[src/rtl/cfir_mem.sv]
`timescale 1ns / 1ps
// ----------------------------------------------------------------------------
// cfir_mem: single-port-write, single-port-read synchronous RAM
// Registered read, read-before-write on the same address.
// Per-entry valid bits, cleared by reset, make unwritten entries read as zero.
// ----------------------------------------------------------------------------
module cfir_mem #(
	parameter int unsigned DEPTH = 64,
	parameter int unsigned AW    = 6,
	parameter int unsigned DW    = 32
) (
	input  logic          clk,
	input  logic          arst_n,
	input  logic          we,
	input  logic [AW-1:0] waddr,
	input  logic [DW-1:0] wdata,
	input  logic [AW-1:0] raddr,
	output logic [DW-1:0] rdata
);

	logic [DW-1:0]    mem [DEPTH];
	logic [DW-1:0]    rdata_q;
	logic [DEPTH-1:0] vld_q;
	logic             rvld_q;

	// valid bits and read-side valid flag
	always_ff @(posedge clk or negedge arst_n) begin
		if (!arst_n) begin
			vld_q  <= '0;
			rvld_q <= 1'b0;
		end else begin
			rvld_q <= vld_q[raddr];
			if (we) begin
				vld_q[waddr] <= 1'b1;
			end
		end
	end

	// storage array; the read sees the old contents on a same-address write
	always_ff @(posedge clk) begin
		rdata_q <= mem[raddr];
		if (we) begin
			mem[waddr] <= wdata;
		end
	end

	assign rdata = rvld_q ? rdata_q : '0;

endmodule

[config.mk]
export PLATFORM = sky130hd
export DESIGN_NAME = cfir_mem
export DESIGN_NICKNAME = d
export VERILOG_FILES = /design/src/rtl/cfir_mem.sv
export SDC_FILE = /design/constraint.sdc
export NUM_CORES = 2
export LEC_CHECK = 0
export ABC_AREA = 0
export BUFFER_PORTS_ARGS = -buffer_cell sky130_fd_sc_hd__buf_2
export CORE_MARGIN = 1.5
export CORE_UTILIZATION = 55
export DETAILED_ROUTE_END_ITERATION = 6
export GPL_TIMING_DRIVEN = 0
export PLACE_DENSITY_LB_ADDON = 0.08
export SYNTH_ARGS = -nofsm -noshare
export SYNTH_HDL_FRONTEND = slang
export SYNTH_SLANG_ARGS = --single-unit
export TNS_END_PERCENT = 30
[constraint.sdc]
create_clock -name clk -period 2.3 [get_ports clk]
set_input_delay 0.23 -clock clk [delete_from_list [all_inputs] [get_ports clk]]
set_output_delay 0.23 -clock clk [all_outputs]
set_load 0.01 [all_outputs]
# Word level (Yosys, flattened, before mapping)

Memories as Yosys holds them, arrays and structs flattened. A register that Yosys moved wholly into a read port is not among the register bits.
Cells that the tools add are included.

Register bits: 65
Bits in writable memories: 2048
Bits of input ports: 47
Output and inout bits: 32
Memories kept: 1

Magnitude comparators: 3
Mux-type cells: 7
Bitwise gates (word level): 1
Reduce and logical (&&, ||, !) cells: 1

Memory list:

| memory | words | width | read ports | clocked after memory_dff | write ports | RTL line | text |
|---|---|---|---|---|---|---|---|
| mem    | 64    | 32    | 1          | 1                        | 1           | 21       | `logic [DW-1:0] mem [DEPTH];` |

Operators by type and width:

| kind                                                       | count |
|---|---|
| OR 64 bit                                                  | 1 |
| 2-to-1 mux 32 bit                                          | 1 |
| less-than comparator 6 x 7 -> 1 bit, second input constant | 2 |
| binary-select mux 1 bit (select 6 bit)                     | 1 |
| demux 1 bit (select 6 bit)                                 | 1 |
| >= comparator 6 x 1 -> 1 bit, second input constant        | 1 |
| 2-to-1 mux 1 bit                                           | 4 |
| logical AND 1 bit                                          | 1 |

# Logic depth before layout (Yosys ltp)

Word-level depth: 5
Depth in mapped cells: 9
Mapped depth without buffers: 5

# Worst setup path before layout

No wires, ideal clock.

Kind: in2reg
Start: input waddr[3]
End: memory mem[48][0] (enable)
Arrival time: 3.118 ns
Required time: 1.838 ns
Path slack: -1.280 ns
Cell stages on the path: 4
Cells stage by stage: clkbuf_1 nand4b_1 or2_2 nor3_1

RTL lines:

| item            | RTL line | text |
|---|---|---|
| start, declared | 15       | `input logic [AW-1:0] waddr,` |
| end, declared   | 21       |  |

No word-level cell before the write port.

==> Implementation_results.wiki <==
{| class="wikitable"
! Metric !! Value
|-
| Most common library cell in the layout ignoring fill and taps || sky130_fd_sc_hd__edfxtp_1
|-
| Dpl cells || 5,783
|-
| Clock-pin slew reported for the worst setup and hold paths after clock tree synthesis || 60 ps
|-
| Leakage dissipation || 0.0300 uW
|-
| Crit path max fanout || 10
|-
| Final standard cell count with taps included and fillers excluded || 6,189
|-
| End point of the most critical hold path || mem[26][5]
|-
| Hold-critical path depth || 1
|-
| Global-route wire length before repair || 330,000 um
|-
| Number of buffers on the longest clock path || 3
|-
| Pin count of the biggest net entering global routing || 65
|-
| FF-to-FF path depth || 4
|-
| Start point of the worst hold path || wdata[5]
|-
| Layout cells sized above 1 || 29.5%
|-
| Yosys warning count || 0
|-
| Share of total power in combinational logic || 6.1%
|-
| DRC violation count after routing || 1
|-
| Via count || 42.1k
|-
| Int Power || 63,900 uW
|-
| Commonest register cell after synthesis || sky130_fd_sc_hd__edfxtp_1
|-
| CP Cell Sequence || buf_2 > or2_2 > clkbuf_1 > clkbuf_1 > o221ai_1 > a31oi_1 > nor3_4 > o211a_1
|-
| Placer's final routability congestion estimate || 0.852
|-
| Die Span Y || 388 um
|-
| Vias in the first global route || 41.3k
|-
| Clk_skew || 32.1 ps
|-
| Max-cap violations || 0
|-
| Sw frac || 22.1%
|-
| Hold violation total from the final report || 4
|-
| Ports placed on the boundary || 79
|-
| Element type at the critical path end || register
|-
| Number of buffer and inverter instances along the worst setup path || 3
|-
| All-layer global routing usage || 32.3%
|-
| Clock tree from TritonCTS || done
|-
| Worst IR drop on VDD || 0.000773 V
|-
| Area of the die || 150,000 um^2
|-
| Leading cell types in the layout, fill and taps excluded || sky130_fd_sc_hd__edfxtp_1, sky130_fd_sc_hd__mux4_2, sky130_fd_sc_hd__clkbuf_16, sky130_fd_sc_hd__mux2i_1, sky130_fd_sc_hd__clkbuf_1
|-
| Final global-route overflow total || 0
|-
| Maximum operating frequency || 409 MHz
|-
| Highest routed layer || met5
|-
| Per-cell via count in the routed design || 6.81
|-
| Total of endpoints with negative setup slack in the final report || 18
|-
| Mapped Area || 81,400 um^2
|-
| Violations in the final reports || design-rule violations, negative hold slack, negative setup slack
|-
| Number of sinks driven by the clock tree || 2,145
|-
| Total design power || 82,100 uW
|-
| P&R area growth vs syn || 15.0%
|-
| RSZ-0062 raised after global routing || yes
|-
| Crit path max-delay family || buffers and inverters
|-
| Final core utilization || 64.0%
|-
| Effective utilization at floorplan || 55.6%
|-
| Number of antenna violations at the first check in global routing || 10
|-
| FF+latch area || 63,800 um^2
|-
| First-pass DRT Iterations || 7
|-
| Min cycle time layout || 2450 ps
|-
| Cell type with the highest aggregate area in the netlist || sky130_fd_sc_hd__edfxtp_1
|-
| Number of instances in the synthesized netlist || 3,706
|-
| Tightest hold margin || -4.86 ps
|-
| Fill cell instance count of the final layout || 9,748
|-
| Post-DR wirelength/cell || 38.8 um
|-
| Worst endpoint data arrival time || 3170 ps
|-
| Critical Path Max Stage Delay || 620 ps
|-
| Transition at the pin with the smallest max-transition slack || 1470 ps
|-
| Leading cell types by total area after synthesis || sky130_fd_sc_hd__edfxtp_1, sky130_fd_sc_hd__mux4_2, sky130_fd_sc_hd__dfrtp_1
|-
| RR Endpoint || rdata_q[0]
|-
| Routed length on met2 || 110,000 um
|-
| Number of synthesized register bits || 2,145
|-
| Clock power share || 40.9%
|-
| Per-instance average area after synthesis || 22.0 um^2
|-
| DP Worst Slack || -2090 ps
|-
| Total area of multi-input combinational cells || 17,300 um^2
|-
| Worst-Skew Late Latency || 850 ps
|-
| NetSw || 18,100 uW
|-
| Dominant cell type by count on the critical path || sky130_fd_sc_hd__clkbuf_1
|-
| H-tree depth reported by CTS || 4
|-
| PnR worst setup slack || -148 ps
|-
| Power density over cell area || 877 nW/um^2
|-
| Critical-path top delay cell || sky130_fd_sc_hd__clkbuf_1
|-
| Port-buffer cells || 71
|-
| Yosys top cell area share || 75.6%
|-
| Placed wire-length estimate || 158,000 um
|-
| Sequential cell area fraction in the yosys report || 78.3%
|-
| Core Region || 146,000 um^2
|-
| Required @ worst endpoint || 3020 ps
|-
| Final layout net count || 4,133
|-
| Clock buffers created by TritonCTS || 212
|-
| Distinct cell type count after synthesis || 37
|-
| Async S/R FF share, synth || 3.03%
|-
| Status || complete, but fails checks
|-
| Placement row count || 140
|-
| Horizontal extent of the die || 388 um
|-
| Final WL || 240,000 um
|-
| Starting DRC count in detailed routing || 6,382
|-
| Worst r2r src || mem[35][0]
|-
| Number of enable-type register cells in the synthesized netlist || 2,048
|-
| Sort of element at the start of the critical path || primary input
|-
| Length of routed met3 wiring || 26,300 um
|-
| Clock root buffer || sky130_fd_sc_hd__clkbuf_16
|-
| Count of nets left with antenna violations after detail routing || 0
|-
| Type of the worst setup path || primary input to register
|-
| Max Transition Viols Final || 0
|-
| Class of the worst hold path || primary input to register
|-
| Sequential cell fraction of total power || 53.0%
|-
| Crit share post-route || 106%
|-
| Synth Net Count || 3,753
|-
| Total routed wire length on the met1 layer || 93,300 um
|-
| Worst reg-to-reg setup slack || -40 ps
|-
| Max-Slew Margin vs Limit || 2.21%
|}
## metrics by stage
step,setup TNS (ps),area [um^2]
floorplan,-705390,81500
global placement,-5534150,84200
detailed placement,-1011540,86500
CTS,-152,93500
global route,-417,93600
finish,-1190,93600
## power groups by stage
stage	Combinational [uW]	Clock, uW	Sequential, uW
after floorplan	2480	0	44300
after global placement	4690	0	44300
after detailed placement	4870	0	44400
after CTS	4960	33700	43500
after global routing	5190	35200	43600
final	5010	33500	43500
## Yosys cell counts (55+ instances only)
library cell               number
sky130_fd_sc_hd__nor2_1        90
sky130_fd_sc_hd__nand2_1       68
sky130_fd_sc_hd__o221ai_1      62
sky130_fd_sc_hd__mux4_2       462
sky130_fd_sc_hd__clkbuf_1     114
sky130_fd_sc_hd__o22ai_1       62
sky130_fd_sc_hd__or2_2         68
sky130_fd_sc_hd__dfrtp_1       65
sky130_fd_sc_hd__nand3_1       59
sky130_fd_sc_hd__buf_2         56
sky130_fd_sc_hd__nand4_1       55
sky130_fd_sc_hd__mux2i_1      146
sky130_fd_sc_hd__edfxtp_1    2048
## worst max-delay path by stage
stage,to,startpoint,cells past startpoint
floorplan,mem[61][0],waddr[2],4
global placement,vld_q[43],waddr[1],5
detailed placement,rdata_q[7],raddr[1],8
CTS,rdata_q[0],raddr[0],7
global route,rdata_q[1],raddr[2],9
finish,rdata_q[19],raddr[1],8
## registers in the layout, indices dropped and copies added (netlist names)
name	count
rvld_q	1
vld_q	64
mem	2048
rdata_q	32
## kinds of logic after synthesis
group,after synthesis,synth area share [%]
compound gates,265,2.51
buf+inv,210,1.19
mux,656,15.2
flops,2145,78.3
simple gates,430,2.71
## routing by layer
| layer | vias up | track usage, % |
|---|---|---|
| li1 | 16449 | - |
| met1 | 22435 | 46.7 |
| met2 | 2742 | 49.0 |
| met3 | 486 | 7.09 |
| met4 | 10 | 12.1 |
| met5 | - | 0 |
## cell type report
| cell class | instances | share of cell area (%) |
|---|---|---|
| Clock buffer | 278 | 6.20 |
| Buffer | 207 | 1.19 |
| Inverter | 1 | 0.00401 |
| Timing Repair Buffer | 168 | 2.47 |
| Antenna cell | 4 | 0.0107 |
| Multi-Input combinational cell | 1351 | 18.5 |
| Clock inverter | 118 | 0.941 |
| Sequential cell | 2145 | 68.1 |
| Tap cell | 1917 | 2.56 |
## repair_timing
item | in CTS | in global routing
resized for setup | 95 | 20
hold buffers | 8 | 0
buffers inserted | 0 | 0
gates cloned | 0 | 0
pin swaps | 6 | 4
hold endpoints to repair | 69 | 0
setup endpoints to repair | 165 | 19
(Power assumes the default switching activity.)
