`src/rtl/cfir_pkg.sv`:
```
`timescale 1ns / 1ps
// ----------------------------------------------------------------------------
// cfir_pkg: shared types and constants of the complex FIR filter
// Item layouts, the complex word stored in the tap and delay memories,
// sequencer state and the control bundle from sequencer to datapath.
// ----------------------------------------------------------------------------
package cfir_pkg;

	localparam int unsigned DATA_W      = 16;
	localparam int unsigned IDX_W       = 6;
	localparam int unsigned CNT_W       = 7;
	localparam int unsigned WORD_W      = 2 * DATA_W;
	localparam int unsigned OUT_SHIFT   = 15;
	localparam logic [WORD_W-1:0] ROUND_INIT = 32'd16384;
	localparam logic [CNT_W-1:0]  TAP_COUNT_RESET = 7'd63;

	typedef enum logic {
		OP_FILTER    = 1'b0,
		OP_TAP_WRITE = 1'b1
	} cfir_op_t;

	typedef struct packed {
		cfir_op_t                  op;
		logic [IDX_W-1:0]          tap_index;
		logic signed [DATA_W-1:0]  data_real;
		logic signed [DATA_W-1:0]  data_imag;
	} cfir_in_t;

	typedef struct packed {
		logic signed [DATA_W-1:0]  out_real;
		logic signed [DATA_W-1:0]  out_imag;
	} cfir_out_t;

	// Memory word: real part in the low half, imaginary in the high half
	typedef struct packed {
		logic signed [DATA_W-1:0]  im;
		logic signed [DATA_W-1:0]  re;
	} cfir_cplx_t;

	typedef enum logic [1:0] {
		ST_IDLE,
		ST_RUN,
		ST_WAIT
	} cfir_state_t;

	// One tap step issued by the sequencer
	typedef struct packed {
		logic issue;   // memories are read at the tap address this cycle
		logic first;   // tap zero: uses the new sample, restarts the sum
		logic last;    // final step of this sample
		logic use_mac; // product counts toward the sum
	} cfir_seq_t;

endpackage

```
`src/rtl/cfir_mac.sv`:
```
`timescale 1ns / 1ps
// ----------------------------------------------------------------------------
// cfir_mac: complex multiply-accumulate datapath
// s1: memory data arrives, operand select. s2: four 16x16 products.
// Then the 32-bit wrapping accumulators, preloaded with the rounding term.
// ----------------------------------------------------------------------------
module cfir_mac (
	input  logic                 clk,
	input  logic                 arst_n,
	input  cfir_pkg::cfir_seq_t  seq,
	input  cfir_pkg::cfir_cplx_t sample,
	input  cfir_pkg::cfir_cplx_t dly,
	input  cfir_pkg::cfir_cplx_t coef,
	input  logic                 take,
	output logic                 done,
	output cfir_pkg::cfir_out_t  result
);
	import cfir_pkg::*;

	cfir_seq_t                seq_s1, seq_s2;
	cfir_cplx_t               opnd;
	logic signed [DATA_W-1:0] a_re, a_im, c_re, c_im;
	logic signed [WORD_W-1:0] pac_s2, pbd_s2, pad_s2, pbc_s2;
	logic [WORD_W-1:0]        term_re, term_im;
	logic [WORD_W-1:0]        acc_re_q, acc_im_q;
	logic                     done_q;

	// step tags follow the memory and multiplier latency
	always_ff @(posedge clk or negedge arst_n) begin
		if (!arst_n) begin
			seq_s1 <= '0;
			seq_s2 <= '0;
			done_q <= 1'b0;
		end else begin
			seq_s1 <= seq;
			seq_s2 <= seq_s1;
			if (seq_s2.issue && seq_s2.last) begin
				done_q <= 1'b1;
			end else if (take) begin
				done_q <= 1'b0;
			end
		end
	end

	// tap zero takes the new sample, the rest the delay memory
	assign opnd = seq_s1.first ? sample : dly;
	assign a_re = opnd.re;
	assign a_im = opnd.im;
	assign c_re = coef.re;
	assign c_im = coef.im;

	// products
	always_ff @(posedge clk) begin
		pac_s2 <= a_re * c_re;
		pbd_s2 <= a_im * c_im;
		pad_s2 <= a_re * c_im;
		pbc_s2 <= a_im * c_re;
	end

	assign term_re = seq_s2.use_mac ? WORD_W'(pac_s2 - pbd_s2) : '0;
	assign term_im = seq_s2.use_mac ? WORD_W'(pad_s2 + pbc_s2) : '0;

	// wrapping accumulators
	always_ff @(posedge clk) begin
		if (seq_s2.issue) begin
			acc_re_q <= (seq_s2.first ? ROUND_INIT : acc_re_q) + term_re;
			acc_im_q <= (seq_s2.first ? ROUND_INIT : acc_im_q) + term_im;
		end
	end

	assign done            = done_q;
	assign result.out_real = acc_re_q[OUT_SHIFT +: DATA_W];
	assign result.out_imag = acc_im_q[OUT_SHIFT +: DATA_W];

endmodule
```
`config.mk`:
```
export PLATFORM = sky130hd
export DESIGN_NAME = cfir_mac
export DESIGN_NICKNAME = d
export VERILOG_FILES = /design/src/rtl/cfir_pkg.sv /design/src/rtl/cfir_mac.sv
export SDC_FILE = /design/constraint.sdc
export NUM_CORES = 2
export LEC_CHECK = 0
export ABC_CLOCK_PERIOD_IN_PS = 6900
export BUFFER_PORTS_ARGS = -buffer_cell sky130_fd_sc_hd__buf_2
export CAP_MARGIN = 20
export CORE_MARGIN = 1.5
export CORE_UTILIZATION = 40
export CTS_CLUSTER_SIZE = 24
export DETAILED_ROUTE_END_ITERATION = 7
export GPL_TIMING_DRIVEN = 0
export PLACE_DENSITY_LB_ADDON = 0.1
export SYNTH_ARGS = -nofsm -noshare
export SYNTH_HDL_FRONTEND = slang
export SYNTH_SLANG_ARGS = --single-unit
export TNS_END_PERCENT = 5
```
`constraint.sdc`:
```
create_clock -name clk -period 6.9 [get_ports clk]
set_input_delay 0.345 -clock clk [delete_from_list [all_inputs] [get_ports clk]]
set_output_delay 0.345 -clock clk [all_outputs]
set_load 0.02 [all_outputs]
```
# == After elaboration in Yosys (flattened, before gate mapping) ==
# Index checks and enable logic that the tools add are counted.
# totals
ff_bits,201
input_bits,103
output_inout_bits,33
wordCells,32
# op_classes
n_addsub,4
n_mul,4
muxes,7
reduce_logical,2
# op_table
cell,count
32-bit two-way mux,5
16-bit by 16-bit multiplier with 32-bit output,4
32-bit adder,3
32-bit subtractor,1
1-bit two-way mux,2
2-bit nonzero test,1
1-bit logical AND,1

# == Longest topological paths before layout ==
# logic_depth
depth_word,3
mapped_depth,27
depth_no_buf,24

# == Least setup slack after synthesis ==
# No wires, ideal clock.
# synth_timing
path_type,register to register
start,register seq_s1[2] (netlist bit)
end,register pac_s2[29]
setup_time_ns,0.120
t_arrival_ns,7.055
t_required_ns,6.780
slack_ns,-0.275
path_stages_with_launch,25
path_buffers,3
period_less_slack_ns,7.175
cell_sequence,dfrtp_1 > buf_1 > clkbuf_1 > mux2_2 > clkbuf_1 > and2_1 > fa_1 > inv_1 > fa_1 > inv_1 > fa_1 > inv_1 > fa_1 > fa_1 > fa_1 > inv_1 > ha_1 > nand3_1 > or3_1 > a311o_1 > a21oi_1 > nor3_1 > o41ai_1 > a41oi_1 > xnor2_1
# synth_via
elab_chain_cells,2
# synth_lines
item,line_no,rtl
from (decl),cfir_mac.sv:20,"cfir_seq_t seq_s1, seq_s2;"
from (signal assigned),cfir_mac.sv:35,seq_s1 <= seq;
32-bit two-way mux,cfir_mac.sv:46,assign opnd = seq_s1.first ? sample : dly;
16-bit by 16-bit multiplier with 32-bit output,cfir_mac.sv:54,pac_s2 <= a_re * c_re;
to (signal assigned),cfir_mac.sv:54,
to (decl),cfir_mac.sv:23,"logic signed [WORD_W-1:0] pac_s2, pbd_s2, pad_s2, pbc_s2;"
# No other way between the ends.
# A chain may end at the register's enable or synchronous reset.

# == Final worst setup path ==
# layout_timing
start,register seq_s1[2] (netlist bit)
end,register pad_s2[30]
# layout_via
elab_chain_cells,2
# layout_lines
item,line_no,rtl
32-bit two-way mux,cfir_mac.sv:46,
16-bit by 16-bit multiplier with 32-bit output,cfir_mac.sv:56,pad_s2 <= a_re * c_im;
to (signal assigned),cfir_mac.sv:56,
to (decl),cfir_mac.sv:23,
# No other way between the ends.

==> reports/metrics.cfg <==
[status]
run_status = finished, violations left
failed_checks = setup timing

[global_route]
wire_length_of_the_first_global_routing_pass_um = 255000
grt_util_all_layers_pct = 27.8
grt_antenna_before_repair = 25
grt.overflow.total = 0
via_count_of_the_first_global_routing_pass = 38100
maximum_number_of_pins_on_one_net_before_global_route_repair = 34

[timing]
worst_pin_slew_ns = 1.31
finalHoldViolations = 0
finalSetupViolations = 35
fin_worst_skew_ns = 0.0249
report.final.slew_viol_count = 0
timing.fmax_mhz = 135
worst_hold_slack_ns = 0.0801
grt_setup_unrepaired = true
layout_setup_ws_ns = -0.509
layout_min_cycle_time_ns = 7.41
finalCritPeriodShare_pct = 107
max-slew-margin-rel_pct = 12.7

[critical_path]
critical-path-top-delay-family = adder cells
timing_worst_setup_path_type = reg -> reg
cp_num_buf_inv = 9
critical_path.max_stage_delay_ns = 0.58
type_of_element_capturing_the_critical_path = flop
critical_path.startpoint_type = flop
timing.critical_path.slowest_stage_cell = sky130_fd_sc_hd__dfrtp_4
cp_data_required_time_ns = 7.30
critical-path-top-cell-by-count = sky130_fd_sc_hd__fa_1
worst-path-max-fanout = 7
crit_arrival_ns = 7.81

[floorplan]
floorplan.initialDensity_pct = 40.2
core_um2 = 125000
die_width_um = 358
die_height_um = 358
die-area_um2 = 128000
num_rows = 130
io_pins = 136

[finish]
fillCellCount = 12400
nets = 7346
final_layout_size_suffix_gt1_share_pct = 11.2
syn2layout_area_growth_pct = 13.2

[clock_tree]
worst_setup_hold_path_clk_slew_ns = 0.08
cts-buffers-inserted = 17
insertion_delay_ns = 0.54
tritoncts_num_sinks = 195
htree_num_levels = 4
tritoncts = built
clockBufferDepth = 2
cts-root-buf = sky130_fd_sc_hd__clkbuf_16

[logic_synthesis]
synth.net_count = 7084
post_synth_edffs = 62
dominant_cell_by_count_in_the_synthesized_netlist = sky130_fd_sc_hd__inv_1
yosys_register_bits = 195
synth-seq-area-share_pct = 9.07
synthesis.instances = 5513
syn-cell-area_um2 = 50400
synth_flop_cell = sky130_fd_sc_hd__dfxtp_1
netlist.area_leader.share_pct = 40.9
syn_area_per_cell_um2 = 9.14
synth.cells.most_frequent = sky130_fd_sc_hd__inv_1, sky130_fd_sc_hd__fa_1, sky130_fd_sc_hd__nand2_1
cell_taking_the_most_area_after_synthesis = sky130_fd_sc_hd__fa_1
yosys.cell_types.count = 87
synth_top_cells_by_area = sky130_fd_sc_hd__fa_1, sky130_fd_sc_hd__ha_1, sky130_fd_sc_hd__inv_1, sky130_fd_sc_hd__and2_1, sky130_fd_sc_hd__dfxtp_1
synthArstFlopShare_pct = 4.62
synthesis.yosys.warnings = 0

[min_path]
hold_path.class = in -> reg

[place]
hpwlAfterDp_um = 143000
numPortBuffers = 135
routability_congestion_estimate_from_global_placement = 1.00

[detailed_routing]
detail_route.first_pass.iterations = 6
postRouteAntennaNets = 0
vias = 38500
drc = 0
dr.first_iter.drc_count = 3383
wl_um = 173000
routedWlPerCell_um = 23.3
viasPerCell = 5.17

[run]
max-cap-violations = 0

-- flip-flops by register name (all words and copies together) (netlist names) --
register / count
seq_s1: 4
pad_s2: 31
pbc_s2: 31
acc_im_q: 31
pac_s2: 31
acc_re_q: 31
done: 1
pbd_s2: 31
seq_s2: 4
-- per-stage QoR --
| step | setup TNS, ns | std cells | setup slack, ns | utilization [%] | area, um2 |
|---|---|---|---|---|---|
| after floorplan | -0.0106 | 5513 | -0.0106 | - | 50400 |
| after global placement | -149.22 | 7298 | -2.94 | 42.4 | 53100 |
| after detailed placement | -150.80 | 7324 | -2.99 | 42.7 | 53500 |
| after CTS | -7.63 | 7404 | -0.509 | 44.9 | 56200 |
| after global routing | -14.67 | 7439 | -0.632 | 45.5 | 57000 |
| final | -8.93 | 7454 | -0.509 | 45.5 | 57000 |
-- cell type report --
class | count | area (um2) | area share (%)
tap | 1650 | 2060 | 3.62
clock inverter | 13 | 121 | 0.213
inverter | 1194 | 4490 | 7.87
buffer | 243 | 1910 | 3.36
clock buffer | 19 | 443 | 0.777
antenna | 16 | 40.0 | 0.0702
sequential | 195 | 4580 | 8.03
timing repair buffer | 246 | 1880 | 3.30
multi-input combinational | 3878 | 41500 | 72.8
-- worst reg2reg max path, stage by stage, from the launching register on --
cell and delay (ns):
sky130_fd_sc_hd__dfrtp_4 0.58, sky130_fd_sc_hd__buf_12 0.25, sky130_fd_sc_hd__clkbuf_16 0.23, sky130_fd_sc_hd__mux2_4 0.42, sky130_fd_sc_hd__clkbuf_16 0.21, sky130_fd_sc_hd__buf_4 0.15
sky130_fd_sc_hd__and2_4 0.15, sky130_fd_sc_hd__fa_1 0.50, sky130_fd_sc_hd__inv_1 0.05, sky130_fd_sc_hd__fa_2 0.53, sky130_fd_sc_hd__fa_1 0.41, sky130_fd_sc_hd__inv_1 0.09
sky130_fd_sc_hd__fa_1 0.43, sky130_fd_sc_hd__fa_1 0.49, sky130_fd_sc_hd__inv_1 0.05, sky130_fd_sc_hd__fa_1 0.47, sky130_fd_sc_hd__inv_1 0.06, sky130_fd_sc_hd__ha_4 0.22
sky130_fd_sc_hd__and3_4 0.19, sky130_fd_sc_hd__a22o_4 0.25, sky130_fd_sc_hd__o21ai_4 0.14, sky130_fd_sc_hd__o311ai_4 0.15, sky130_fd_sc_hd__a31oi_4 0.31, sky130_fd_sc_hd__nor4_4 0.09
sky130_fd_sc_hd__or4_4 0.51, sky130_fd_sc_hd__buf_4 0.16, sky130_fd_sc_hd__nand2_4 0.09, sky130_fd_sc_hd__a211oi_4 0.08
-- cells in the final DEF (no fill, tap or decap), drive strengths merged, types with 11 or more instances in the layout --
cell type and count:
ha 440, xnor2 170, o21bai 20, nor3 55, a211oi 23, buf 298, o21ai 92, a31oi 21
o21a 38, diode 16, o311ai 11, o211ai 13, a21o 90, nand2 590, xor2 72, fa 1028
nor2 200, or2 11, dfxtp 124, nor2b 77, edfxtp 62, nand3 43, or3 16, and2 485
and3 18, clkbuf 204, nand2b 31, mux2i 12, inv 1200, mux2 32, a21oi 156
-- cells by family after synthesis --
kind of cell | after synthesis | share of synthesized area (%)
flip-flops | 195 | 9.07
buffers and inverters | 1440 | 11.0
multiplexers | 44 | 0.954
AND/OR/NAND/NOR | 1565 | 15.4
adder cells (fa/ha/maj) | 1468 | 51.8
XOR/XNOR | 242 | 4.21
AO/OA/AOI/OAI | 559 | 7.63
-- metal layers --
| metal | GRT usage (%) | vias to the layer above | routed length, um |
|---|---|---|---|
| li1 | - | 17300 | - |
| met4 | 7.26 | 10 | 4710 |
| met5 | 0 | - | 69 |
| met3 | 6.71 | 143 | 16000 |
| met1 | 42.0 | 19700 | 80400 |
| met2 | 39.5 | 1376 | 72300 |
-- worst paths after layout --
kind | from | endpoint | slack (ns) | cells after the start
min reg2reg | seq_s1[1]$_DFF_PN0_ | seq_s2[1]$_DFF_PN0_ | 0.35 | 0
min in group asynchronous | arst_n | seq_s1[2]$_DFF_PN0_ | 0.19 | 2
max in group asynchronous | arst_n | seq_s2[3]$_DFF_PN0_ | 6.52 | 2
max | seq_s1[2]$_DFF_PN0_ | pad_s2[30]$_DFF_P_ | -0.51 | 27
min | coef[16] | pbd_s2[0]$_DFF_P_ | 0.08 | 2
max reg2reg | seq_s1[2]$_DFF_PN0_ | pad_s2[30]$_DFF_P_ | -0.51 | 27
-- what timing repair did --
item | in CTS | in global routing
gates resized for setup | 406 | 138
endpoints found under the hold margin | 14 | 0
cloned | 3 | 0
endpoints found under the setup margin | 91 | 53
buffers inserted | 41 | 34
pin swaps | 56 | 95
hold buffers | 6 | 0
Power is left out: the tool's default activity adds up to more than one toggle a clock period on the data nets, which glitch-free logic cannot reach.
