### src/rtl/cfir_pkg.sv
`timescale 1ns / 1ps
// ----------------------------------------------------------------------------
// cfir_pkg: shared types and constants of the complex FIR filter
// Item layouts, the complex word stored in the tap and delay memories,
// sequencer state and the control bundle from sequencer to datapath.
// ----------------------------------------------------------------------------
package cfir_pkg;

	localparam int unsigned DATA_W      = 16;
	localparam int unsigned IDX_W       = 6;
	localparam int unsigned CNT_W       = 7;
	localparam int unsigned WORD_W      = 2 * DATA_W;
	localparam int unsigned OUT_SHIFT   = 15;
	localparam logic [WORD_W-1:0] ROUND_INIT = 32'd16384;
	localparam logic [CNT_W-1:0]  TAP_COUNT_RESET = 7'd63;

	typedef enum logic {
		OP_FILTER    = 1'b0,
		OP_TAP_WRITE = 1'b1
	} cfir_op_t;

	typedef struct packed {
		cfir_op_t                  op;
		logic [IDX_W-1:0]          tap_index;
		logic signed [DATA_W-1:0]  data_real;
		logic signed [DATA_W-1:0]  data_imag;
	} cfir_in_t;

	typedef struct packed {
		logic signed [DATA_W-1:0]  out_real;
		logic signed [DATA_W-1:0]  out_imag;
	} cfir_out_t;

	// Memory word: real part in the low half, imaginary in the high half
	typedef struct packed {
		logic signed [DATA_W-1:0]  im;
		logic signed [DATA_W-1:0]  re;
	} cfir_cplx_t;

	typedef enum logic [1:0] {
		ST_IDLE,
		ST_RUN,
		ST_WAIT
	} cfir_state_t;

	// One tap step issued by the sequencer
	typedef struct packed {
		logic issue;   // memories are read at the tap address this cycle
		logic first;   // tap zero: uses the new sample, restarts the sum
		logic last;    // final step of this sample
		logic use_mac; // product counts toward the sum
	} cfir_seq_t;

endpackage

### src/rtl/cfir_ctrl.sv
`timescale 1ns / 1ps
// ----------------------------------------------------------------------------
// cfir_ctrl: tap sequencer
// Walks the tap address once from zero to n-1 (zero alone if n = 0) per sample,
// then waits until the finished sum has moved into the output register.
// ----------------------------------------------------------------------------
module cfir_ctrl #(
	parameter int unsigned AW = 6,
	parameter int unsigned NW = 7
) (
	input  logic               clk,
	input  logic               arst_n,
	input  logic               start,
	input  logic [NW-1:0]      n,
	input  logic               take,
	output logic               idle,
	output logic [AW-1:0]      addr,
	output cfir_pkg::cfir_seq_t seq
);
	import cfir_pkg::*;

	cfir_state_t   state_q, state_d;
	logic [AW-1:0] k_q, k_d;
	logic [NW-1:0] n_q;
	logic          at_end;

	// state, tap counter and latched tap count
	always_ff @(posedge clk or negedge arst_n) begin
		if (!arst_n) begin
			state_q <= ST_IDLE;
			k_q     <= '0;
			n_q     <= '0;
		end else begin
			state_q <= state_d;
			k_q     <= k_d;
			if (start) begin
				n_q <= n;
			end
		end
	end

	// last tap when k+1 reaches n; a zero count still issues one step
	assign at_end = (n_q == '0) || (((NW+1)'(k_q) + (NW+1)'(1)) == (NW+1)'(n_q));

	// next state and step outputs
	always_comb begin
		state_d = state_q;
		k_d     = k_q;
		seq     = '0;
		case (state_q)
			ST_IDLE: begin
				if (start) begin
					state_d = ST_RUN;
					k_d     = '0;
				end
			end
			ST_RUN: begin
				seq.issue   = 1'b1;
				seq.first   = (k_q == '0);
				seq.last    = at_end;
				seq.use_mac = (n_q != '0);
				if (at_end) begin
					state_d = ST_WAIT;
				end else begin
					k_d = k_q + AW'(1);
				end
			end
			ST_WAIT: begin
				if (take) begin
					state_d = ST_IDLE;
				end
			end
			default: begin
				state_d = ST_IDLE;
			end
		endcase
	end

	assign idle = (state_q == ST_IDLE);
	assign addr = k_q;

endmodule

### config.mk
export PLATFORM = sky130hd
export DESIGN_NAME = cfir_ctrl
export DESIGN_NICKNAME = d
export VERILOG_FILES = /design/src/rtl/cfir_pkg.sv /design/src/rtl/cfir_ctrl.sv
export SDC_FILE = /design/constraint.sdc
export NUM_CORES = 1
export LEC_CHECK = 0
export ABC_AREA = 1
export BUFFER_PORTS_ARGS = -buffer_cell sky130_fd_sc_hd__buf_2
export CAP_MARGIN = 20
export CORE_MARGIN = 1.5
export CORE_UTILIZATION = 25
export DETAILED_ROUTE_END_ITERATION = 6
export GPL_TIMING_DRIVEN = 0
export HOLD_SLACK_MARGIN = 0.06
export SLEW_MARGIN = 10
export SYNTH_ARGS = -nofsm -noshare
export SYNTH_HDL_FRONTEND = slang
export SYNTH_SLANG_ARGS = --single-unit
### constraint.sdc
create_clock -name clk -period 1.6 [get_ports clk]
set_input_delay 0 -clock clk [delete_from_list [all_inputs] [get_ports clk]]
set_output_delay 0 -clock clk [all_outputs]
set_load 0.01 [all_outputs]
=== Word-level counts from Yosys, hierarchy flattened ===
Cells that the tools add are included.

* Register bits after elaboration: 15
* Bits of input ports: 11
* Word-level logic and storage cells: 28
* Output and inout port bits: 11

* Add/sub/neg operators: 2
* Equal/unequal tests: 7
* Mux-type cells: 8
* Reductions and logical operators: 8

{| class="wikitable"
|+ Operators with widths
! cell !! count
|-
| $mux W6 || 2
|-
| $pmux W6 S2 || 1
|-
| $ne A2 B2 Y1 const B || 4
|-
| $add A6 B1 Y7 const B || 1
|-
| $eq A7 B7 Y1 || 1
|-
| $logic_not A7 Y1 || 1
|-
| $reduce_bool A7 Y1 || 1
|-
| $add A6 B1 Y6 const B || 1
|-
| $logic_not A6 Y1 || 1
|-
| $mux W2 || 3
|-
| $pmux W2 S3 || 1
|-
| $reduce_and A3 Y1 || 2
|-
| $mux W4 || 1
|-
| $eq A2 B1 Y1 const B || 1
|-
| $eq A2 B2 Y1 const B || 1
|-
| $logic_not A2 Y1 || 1
|-
| $reduce_bool A2 Y1 || 1
|-
| $logic_or A1 B1 Y1 || 1
|}

=== Depth between registers and ports, before layout ===
Gate-level depths: netlist of the first run.

* Word-level depth: 5
* Depth in mapped cells: 13
* Depth with buffers taken out: 13

=== Worst setup path after synthesis of the first run ===
Ideal clock, no wire load.

* Kind: reg-to-reg
* Start point: register k_q[0] (netlist: addr[0])
* End point: register k_q[0] (netlist: addr[0])
* Path buffers: 0
* Library setup time: 117 ps
* Data arrival time: 1,603 ps
* Required time: 1,483 ps
* Clock period less this slack: 1,721 ps
* Stages on the path, launching flop included: 14
* Setup slack: -121 ps
* Cell sequence: dfrtp_1 inv_2 ha_1 inv_1 nand2_1 nand2_1 nor2_1 nand3_1 nor2_1 nand3_2 nand2_4 nand2_4 nand2_1 nand2_1

* Cells in the longest elaborated chain, start to end: 5
* Elaborated cells between the ends (all ways): 8
* Those cells by class: add/sub (2); eq/ne (2); mux (2); reduce/logical (2)

{| class="wikitable"
|+ Ends and longest elaborated chain
! element !! line !! source
|-
| start, declared || cfir_ctrl.sv:23 || <nowiki>logic [AW-1:0] k_q, k_d;</nowiki>
|-
| start signal, assigned || cfir_ctrl.sv:35 || <nowiki>k_q <= k_d;</nowiki>
|-
| $add A6 B1 Y7 || cfir_ctrl.sv:43 || <nowiki>assign at_end = (n_q == '0) || (((NW+1)'(k_q) + (NW+1)'(1)) == (NW+1)'(n_q));</nowiki>
|-
| $eq A7 B7 Y1 || cfir_ctrl.sv:43 ||
|-
| $logic_or A1 B1 Y1 || cfir_ctrl.sv:43 ||
|-
| $ne A2 B2 Y1 (no source line) || n/a ||
|-
| $reduce_and A3 Y1 (no source line) || n/a ||
|}

Parallel ways exist; a longest one is shown, timed or not. The select of a mux whose other input is x is not followed.
A chain may end at the register's enable or synchronous reset.

==> results of run 1 <==
## sequential cells by signal, indices dropped and copies added (netlist names)
| name | cells |
|---|---|
| addr | 6 |
| n_q | 7 |
| state_q | 2 |
## kinds of logic after synthesis
kind of cell,count (synthesis),synth area share (%)
simple gates,87,41.7
buf+inv,22,8.94
flops,15,40.7
compound gates,11,5.96
fa+ha+maj,2,2.71
## where the power goes
part	leakage, nW	internal, mW	switching (mW)
Combinational	0.536	0.458	0.593
Clock	0.0255	0.173	0.145
Sequential	0.187	0.453	0.0912
Total	0.749	1.08	0.829
## path summary, 6_finish.rpt
check / start / to / slack [ns] / cells past startpoint
worst max-delay path: addr[0] / seq[1] / -0.21 / 13
worst min-delay path: arst_n / n_q[0] / 0.18 / 2
worst max register to register: addr[0] / addr[3] / -0.12 / 13
worst min register to register: state_q[0] / state_q[1] / 0.54 / 3
max in group asynchronous: arst_n / addr[1] / 1.14 / 2
min in group clk: start / n_q[5] / 0.28 / 4
## layout make-up
| cell class | count | area (um2) |
|---|---|---|
| Inverter | 21 | 81.3 |
| Clock buffer | 3 | 41.3 |
| Multi-Input combinational cell | 100 | 568 |
| Tap cell | 46 | 57.6 |
| Fill cell | 344 | 2010 |
| Clock inverter | 1 | 5.00 |
| Sequential cell | 15 | 378 |
| Timing Repair Buffer | 40 | 293 |
| Buffer | 1 | 3.75 |
## stage by stage
stage                     std cells  util, %  total power, mW
after floorplan                 137        -             1.04
after global placement          204     32.1             1.29
after detailed placement        204     32.1             1.28
after CTS                       225     38.9             1.78
after global routing            227     41.5             2.07
final                           227     41.5             1.91
## Yosys cell counts
master    number
clkbuf_1       1
nor4_1         2
nand2_2        1
nor2_1        12
nand2_4        2
dfrtp_1       15
inv_1         20
ha_1           2
nand2_1       51
nand3_1       16
nand4_1        1
a21oi_1        3
nand3_2        1
nor2_4         1
o21ai_0        8
inv_2          1
## layer usage
metal | track usage, % | vias to the layer above | wire length (um)
met4 | 4.08 | 0 | 28
met5 | 0 | - | 0
met1 | 17.1 | 442 | 1220
met2 | 19.2 | 20 | 1070
li1 | - | 520 | -
met3 | 3.17 | 5 | 85
## critical path, cell delays in order (launching register included)
cell and delay [ns]:
dfrtp_2 0.43, inv_4 0.05, ha_4 0.26, inv_2 0.03, nand2_1 0.04, nand2_1 0.04
nor2_1 0.09, nand3_1 0.09, nor2_2 0.11, nand3_2 0.10, nand2_1 0.07, nand2_1 0.06
inv_1 0.05, buf_2 0.11
## repair_timing
action	in CTS	in global routing
endpoints found under the setup margin	9	10
hold endpoints to repair	23	0
hold buffers	13	0
pin swaps	4	11
gates resized for setup	3	21
setup buffers	4	2
==> flow_summary_export.csv, run 1 <==
group,metric,value,unit
grt,grt_max_degree,16,
yosys,synth_cells,137,
sta,hold_viol_final,0,
finish,nets,195,
finish,finalInstanceArea,1430,um2
grt,grt.overflow.total,0,
yosys,syn_nets,150,
setup_path,critPathLaunchType,"flop",
power_and_ir_drop,ir_drop,0.723,mV
sta,rsz0062_at_grt,"true",
cts,root_buffer,"clkbuf_8",
sta,fin_setup_tns,-0.945,ns
grt,grtUsageTotal,12.5,%
detailed_routing,wl_per_cell,10.6,um
sta,min_period_over_period,113,%
flow_run,max-cap-violations,0,
finish,final_common_cell,"nand2_1",
cts,max-clock-path-buffers,2,
sta,setup_viol,8,
run_status,violations,"negative setup slack",
detailed_routing,routed_wl,2410,um
detailed_routing,vias,987,
power_and_ir_drop,p_leak,0.749,nW
run_status,status,"complete, but fails checks",
placed_design,placed_cell_area,1110,um2
yosys,synth-seq-cells,15,
sta,maxSlewViolCount,0,
cts,numCtsBuffers,3,
setup_path,cp.arrival,1.81,ns
placed_design,port_buffers,21,
grt,grt_pass1_vias,858,
yosys,synthDistinctLibCells,16,
sta,hold_slack,0.185,ns
placed_design,place_congestion,0.786,
sta,period_needed,1.81,ns
grt,grt_pass1_wl,3970,um
yosys,ys_top_cells_by_area,"dfrtp_1 41%, nand2_1 21%, nand3_1 8.7%",
yosys,syn_area_per_cell,6.74,um2
yosys,synth_top_area_share,40.7,%
sta,slew_headroom,68.3,%
die,ios,22,
setup_path,endpoint_kind,"output port",
finish,drive_gt1_share,33.7,%
cts,cts.sinks,15,
cts,cts_tree,"built",
detailed_routing,drt_pass1_iterations,6,
placed_design,pre_cts_ws,-0.209,ns
finish,antennaDiodeCount,0,
cts,clk_pin_slew_worst_paths,0.06,ns
placed_design,dpl.hpwl,1650,um
power_and_ir_drop,power.density,1340,nW/um2
setup_path,crit_fanout,4,
yosys,synth_warnings,0,
die,fp.dieArea,4070,um2
die,start_util,26.8,%
sta,worstMarginPinSlew,0.474,ns
setup_path,crit_type,"flop to output port",
yosys,synth_top_cell_by_area,"dfrtp_1",
hold_path,holdCritPathClass,"input port to async pin",
yosys,ys_seq_area_share,40.7,%
detailed_routing,vias_per_cell,4.35,
detailed_routing,drcViolationCount,0,
yosys,syn-cell-area,923,um2
cts,clock_latency,0.25,ns
die,std_cell_rows,21,
setup_path,worstPathRequired,1.60,ns
finish,final_cell_mix,"38 x nand2_1, 21 x buf_2, 18 x inv_1",
sta,fin_skew,0.00238,ns
sta,fin_ws,-0.213,ns
detailed_routing,drtAntennaViolNets,0,
finish,syn_to_final_growth,54.6,%
die,die_h,63.8,um
detailed_routing,drt-initial-drc-count,22,
cts,htree_num_levels,1,
sta,clock.fmax,0.552,GHz
die,die_x,63.8,um
die,design.core.area,3440,um2
grt,antenna_found_initial,0,
Power figures use the tool's default switching activity.
==> inputs of run 2 (changes only) <==
--- a/config.mk
+++ b/config.mk
@@ -13,3 +13,2 @@
 export DETAILED_ROUTE_END_ITERATION = 6
-export GPL_TIMING_DRIVEN = 0
 export HOLD_SLACK_MARGIN = 0.06
--- a/constraint.sdc
+++ b/constraint.sdc
@@ -3,2 +3,2 @@
 set_output_delay 0 -clock clk [all_outputs]
-set_load 0.01 [all_outputs]
+set_load 0.05 [all_outputs]
==> flow_summary_export.csv, run 2 (same netlist as run 1, synthesis figures left out) <==
group,metric,value,unit
run_status,status,"complete, but fails checks",
run_status,violations,"negative setup slack",
detailed_routing,drtAntennaViolNets,0,
setup_path,crit_fanout,4,
placed_design,pre_cts_ws,-0.245,ns
power_and_ir_drop,total_power,2.46,mW
sta,setup_viol,9,
finish,finalCoreUtilization,45.6,%
detailed_routing,drt-initial-drc-count,39,
setup_path,crit_family,"simple AND/OR/NAND/NOR gates",
sta,maxSlewViolCount,0,
hold_path,holdCritPathClass,"input port to flop",
finish,final_common_cell,"nand2_1",
cts,clk_pin_slew_worst_paths,0.06,ns
setup_path,cp.arrival,1.92,ns
placed_design,port_buffers,21,
setup_path,crit_type,"flop to output port",
cts,cts.sinks,15,
placed_design,dpl.hpwl,1770,um
sta,slew_headroom,73.3,%
sta,fin_setup_tns,-2.36,ns
finish,finalInstanceArea,1570,um2
setup_path,slowest_delay,0.52,ns
die,die_x,63.8,um
sta,fin_ws,-0.317,ns
finish,largest-register,"n_q",
finish,final_cells,241,
placed_design,placed_cell_area,1280,um2
flow_run,max-cap-violations,0,
setup_path,endpoint_kind,"output port",
setup_path,critical_path_buf_inv_count,3,
power_and_ir_drop,power.density,1570,nW/um2
grt,grt_max_degree,16,
finish,fillers,337,
detailed_routing,drt_pass1_iterations,4,
sta,period_needed,1.92,ns
grt,grt.overflow.total,0,
sta,hold_viol_final,0,
setup_path,cpMaxStageDelayCell,"dfrtp_4",
die,ios,22,
power_and_ir_drop,ir_drop,0.454,mV
placed_design,place_congestion,0.794,
finish,nets,209,
power_and_ir_drop,p_leak,0.808,nW
cts,root_buffer,"clkbuf_8",
setup_path,timing.critical_path.mode_cell,"nand2_2",
die,fp.dieArea,4070,um2
finish,final_cell_mix,"41 x nand2_1, 24 x buf_4, 19 x buf_2",
finish,syn_to_final_growth,69.9,%
die,design.core.area,3440,um2
grt,grtUsageTotal,13.0,%
setup_path,crit_chain,"ha_4 > inv_2 > nand2_2 > nand2_2 > nand2_1 > nand2_1 > nand3_2 > nor2_2 > nand3_2 > nand2_2 > nand2_4 > clkinvlp_4 > buf_8",
detailed_routing,routed_wl,2550,um
finish,largest_reg_flops,7,
cts,numCtsBuffers,3,
cts,htree_num_levels,1,
finish,antennaDiodeCount,0,
sta,min_period_over_period,120,%
grt,antenna_found_initial,0,
setup_path,worstPathRequired,1.60,ns
detailed_routing,drcViolationCount,0,
detailed_routing,vias,1018,
finish,drive_gt1_share,42.1,%
sta,fin_skew,0.000925,ns
sta,worstMarginPinSlew,0.399,ns
setup_path,critPathLaunchType,"flop",
detailed_routing,vias_per_cell,4.22,
die,std_cell_rows,21,
grt,grt_pass1_vias,935,
grt,grt_pass1_wl,4180,um
cts,max-clock-path-buffers,2,
die,die_h,63.8,um
sta,rsz0062_at_grt,"true",
cts,clock_latency,0.25,ns
sta,clock.fmax,0.522,GHz
sta,hold_slack,0.120,ns
cts,cts_tree,"built",
die,start_util,26.8,%
placed_design,place_inst,218,
detailed_routing,wl_per_cell,10.6,um
[run 2: metal layers]
layer	global-route usage, %	up-vias	wire, um
li1	-	544	-
met1	17.3	450	1200
met2	21.6	22	1210
met3	3.17	2	122
met4	2.45	0	19
met5	0	-	0
[run 2: final timing paths]
check / start / end / slack [ns] / cells after the start
max in group asynchronous: arst_n / addr[0] / 1.12 / 2
worst max-delay path: addr[0] / seq[1] / -0.32 / 13
worst min register to register: n_q[2] / n_q[2] / 0.57 / 2
min in group asynchronous: arst_n / addr[5] / 0.20 / 2
worst min-delay path: start / n_q[1] / 0.12 / 3
worst max register to register: addr[0] / addr[4] / -0.29 / 14
[run 2: final cells by class]
type | count | area (um2) | area share, %
flip-flops and latches | 15 | 380 | 24.2
well taps | 46 | 57.6 | 3.67
clock buffers | 4 | 45.0 | 2.87
multi-input cells | 100 | 589 | 37.6
repair buffers | 55 | 412 | 26.2
inverters | 21 | 85.1 | 5.42
[run 2: repair_timing]
action | in CTS | in global routing
hold buffers | 9 | 0
endpoints found under the hold margin | 23 | 0
buffers inserted | 9 | 1
endpoints found under the setup margin | 10 | 10
pin swaps | 10 | 8
resized for setup | 13 | 11
[run 2: worst register-to-register path, delay by kind of cell (launching register included)]
family / cells / cell delay, ns
and+or+nand+nor: 11 / 0.85
DFF: 1 / 0.52
buffers and inverters: 2 / 0.22
adders and majority gates: 1 / 0.20
[run 2: power breakdown]
group          switching, mW  total, mW  leakage [nW]  internal (mW)
clock network          0.133      0.310        0.0228          0.176
logic                  0.936       1.59         0.597          0.653
registers              0.102      0.561         0.187          0.459
==> inputs of run 3 (changes only) <==
- clock period: 1.6 -> 2.3 ns (I/O delays scaled with it)
==> flow_summary_export.csv, run 3 (same netlist as run 1, synthesis figures left out) <==
group,metric,value,unit
finish,largest_reg_flops,7,
die,ios,22,
placed_design,port_buffers,21,
cts,htree_num_levels,1,
sta,worstMarginPinSlew,0.410,ns
detailed_routing,drtAntennaViolNets,0,
setup_path,rr_startpoint,"addr[0]",
detailed_routing,drt_pass1_iterations,4,
grt,grt_max_degree,16,
placed_design,place_congestion,0.851,
die,die_h,63.8,um
sta,slew_headroom,72.4,%
placed_design,placed_cell_area,1090,um2
finish,final_cell_mix,"51 x nand2_1, 20 x inv_1, 20 x buf_2",
hold_path,hold_start,"start",
finish,finalInstanceArea,1230,um2
die,design.core.area,3440,um2
detailed_routing,vias,915,
setup_path,timing.critical_path.mode_cell,"nand2_1",
detailed_routing,drt-initial-drc-count,28,
finish,final_common_cell,"nand2_1",
cts,cts_tree,"built",
finish,syn_to_final_growth,33.5,%
die,fp.dieArea,4070,um2
grt,grt_pass1_wl,4080,um
placed_design,dpl.hpwl,1780,um
cts,clock_latency,0.25,ns
setup_path,crit_family,"simple AND/OR/NAND/NOR gates",
cts,max-clock-path-buffers,2,
setup_path,slowest_delay,0.46,ns
finish,nets,184,
finish,largest-register,"n_q",
die,std_cell_rows,21,
setup_path,worstPathRequired,2.30,ns
power_and_ir_drop,p_leak,0.668,nW
die,die_x,63.8,um
hold_path,holdCritPathClass,"input port to flop",
sta,min_period_over_period,89.4,%
setup_path,timing.critical_path.from,"addr[0]",
grt,antenna_found_initial,0,
flow_run,max-cap-violations,0,
setup_path,critPathLaunchType,"flop",
sta,setup_viol,0,
finish,drive_gt1_share,20.0,%
setup_path,critical_path_buf_inv_count,3,
sta,fin_setup_tns,0,ns
setup_path,cpMaxStageDelayCell,"dfrtp_2",
sta,rsz0062_at_grt,"false",
grt,grt.overflow.total,0,
grt,grt_pass1_vias,883,
setup_path,endpoint_kind,"output port",
cts,root_buffer,"clkbuf_8",
power_and_ir_drop,ir_drop,0.345,mV
setup_path,crit_chain,"ha_1 > nand2_1 > inv_1 > nand2_1 > nand2_1 > nand2_1 > nand2_1 > nor2_1 > nand3_2 > nand2_1 > nand2_1 > inv_1 > clkbuf_4",
sta,hold_viol_final,0,
sta,clock.fmax,0.486,GHz
sta,fin_skew,0.00539,ns
detailed_routing,routed_wl,2300,um
cts,cts.sinks,15,
setup_path,crit_fanout,7,
finish,finalCoreUtilization,35.8,%
die,start_util,26.8,%
setup_path,crit_type,"flop to output port",
power_and_ir_drop,total_power,1.30,mW
cts,post_cts_buffers,0,
setup_path,cp.arrival,2.06,ns
finish,antennaDiodeCount,0,
sta,period_needed,2.06,ns
run_status,status,"finished clean",
cts,clk_pin_slew_worst_paths,0.06,ns
finish,fillers,396,
cts,numCtsBuffers,3,
detailed_routing,wl_per_cell,10.6,um
grt,grtUsageTotal,12.8,%
power_and_ir_drop,power.density,1060,nW/um2
detailed_routing,drcViolationCount,0,
sta,maxSlewViolCount,0,
detailed_routing,vias_per_cell,4.24,
==> run 3: changes by cell type in the layout (fill, tap and decap cells not counted), sizes merged <==
| cell | delta |
|---|---|
| clkinvlp | -1 |
| clkbuf | +1 |
| buf | -26 |
| inv | +1 |
==> run 3: layout make-up <==
cell class                 instances  area [um2]  share of cell area [%]
inverter                          21        78.8                    6.40
clock buffer                       4        45.0                    3.65
timing repair buffer              30         198                    16.0
tap                               46        57.6                    4.67
multi-input combinational        100         477                    38.7
sequential                        15         377                    30.6
==> run 3: through the flow <==
step	instances	hold slack [ns]	setup slack, ns
after global placement	203	-0.0710	0.470
after detailed placement	203	-0.0740	0.455
after floorplan	137	-0.296	0.200
final	216	0.110	0.243
after global routing	216	0.144	0.00440
after CTS	216	0.102	0.178
==> run 3: repair_timing <==
item,in CTS,in global routing
hold buffers,9,0
setup endpoints to repair,0,1
hold endpoints to repair,23,0
gates resized for setup,0,2
==> run 3: power breakdown <==
group	switching (mW)	internal (mW)	total (mW)
logic	0.521	0.186	0.707
clock network	0.0951	0.123	0.218
registers	0.0642	0.314	0.378
total	0.680	0.623	1.30
==> run 3: worst reg2reg max path: cells and delay by family (launching register included) <==
family	cells	cell delay (ns)
adders and majority gates	1	0.25
DFF	1	0.46
buffers and inverters	1	0.05
and+or+nand+nor	11	0.95
==> run 3: path summary, 6_finish.rpt <==
path	slack (ns)	endpoint	depth (start not counted)
max in group asynchronous	1.85	addr[0]	2
min in group asynchronous	0.18	addr[2]	2
max	0.24	seq[1]	13
min reg2reg	0.57	n_q[1]	2
max reg2reg	0.47	addr[0]	13
min	0.11	n_q[2]	3
==> run 3: per-layer routing <==
layer  GRT usage [%]  routed length (um)  vias to the layer above
met5               0                   0                        -
met4            1.63                   6                        0
met3            3.70                  96                        2
met2            19.9                 984                       25
met1            18.3                1210                      395
li1                -                   -                      493
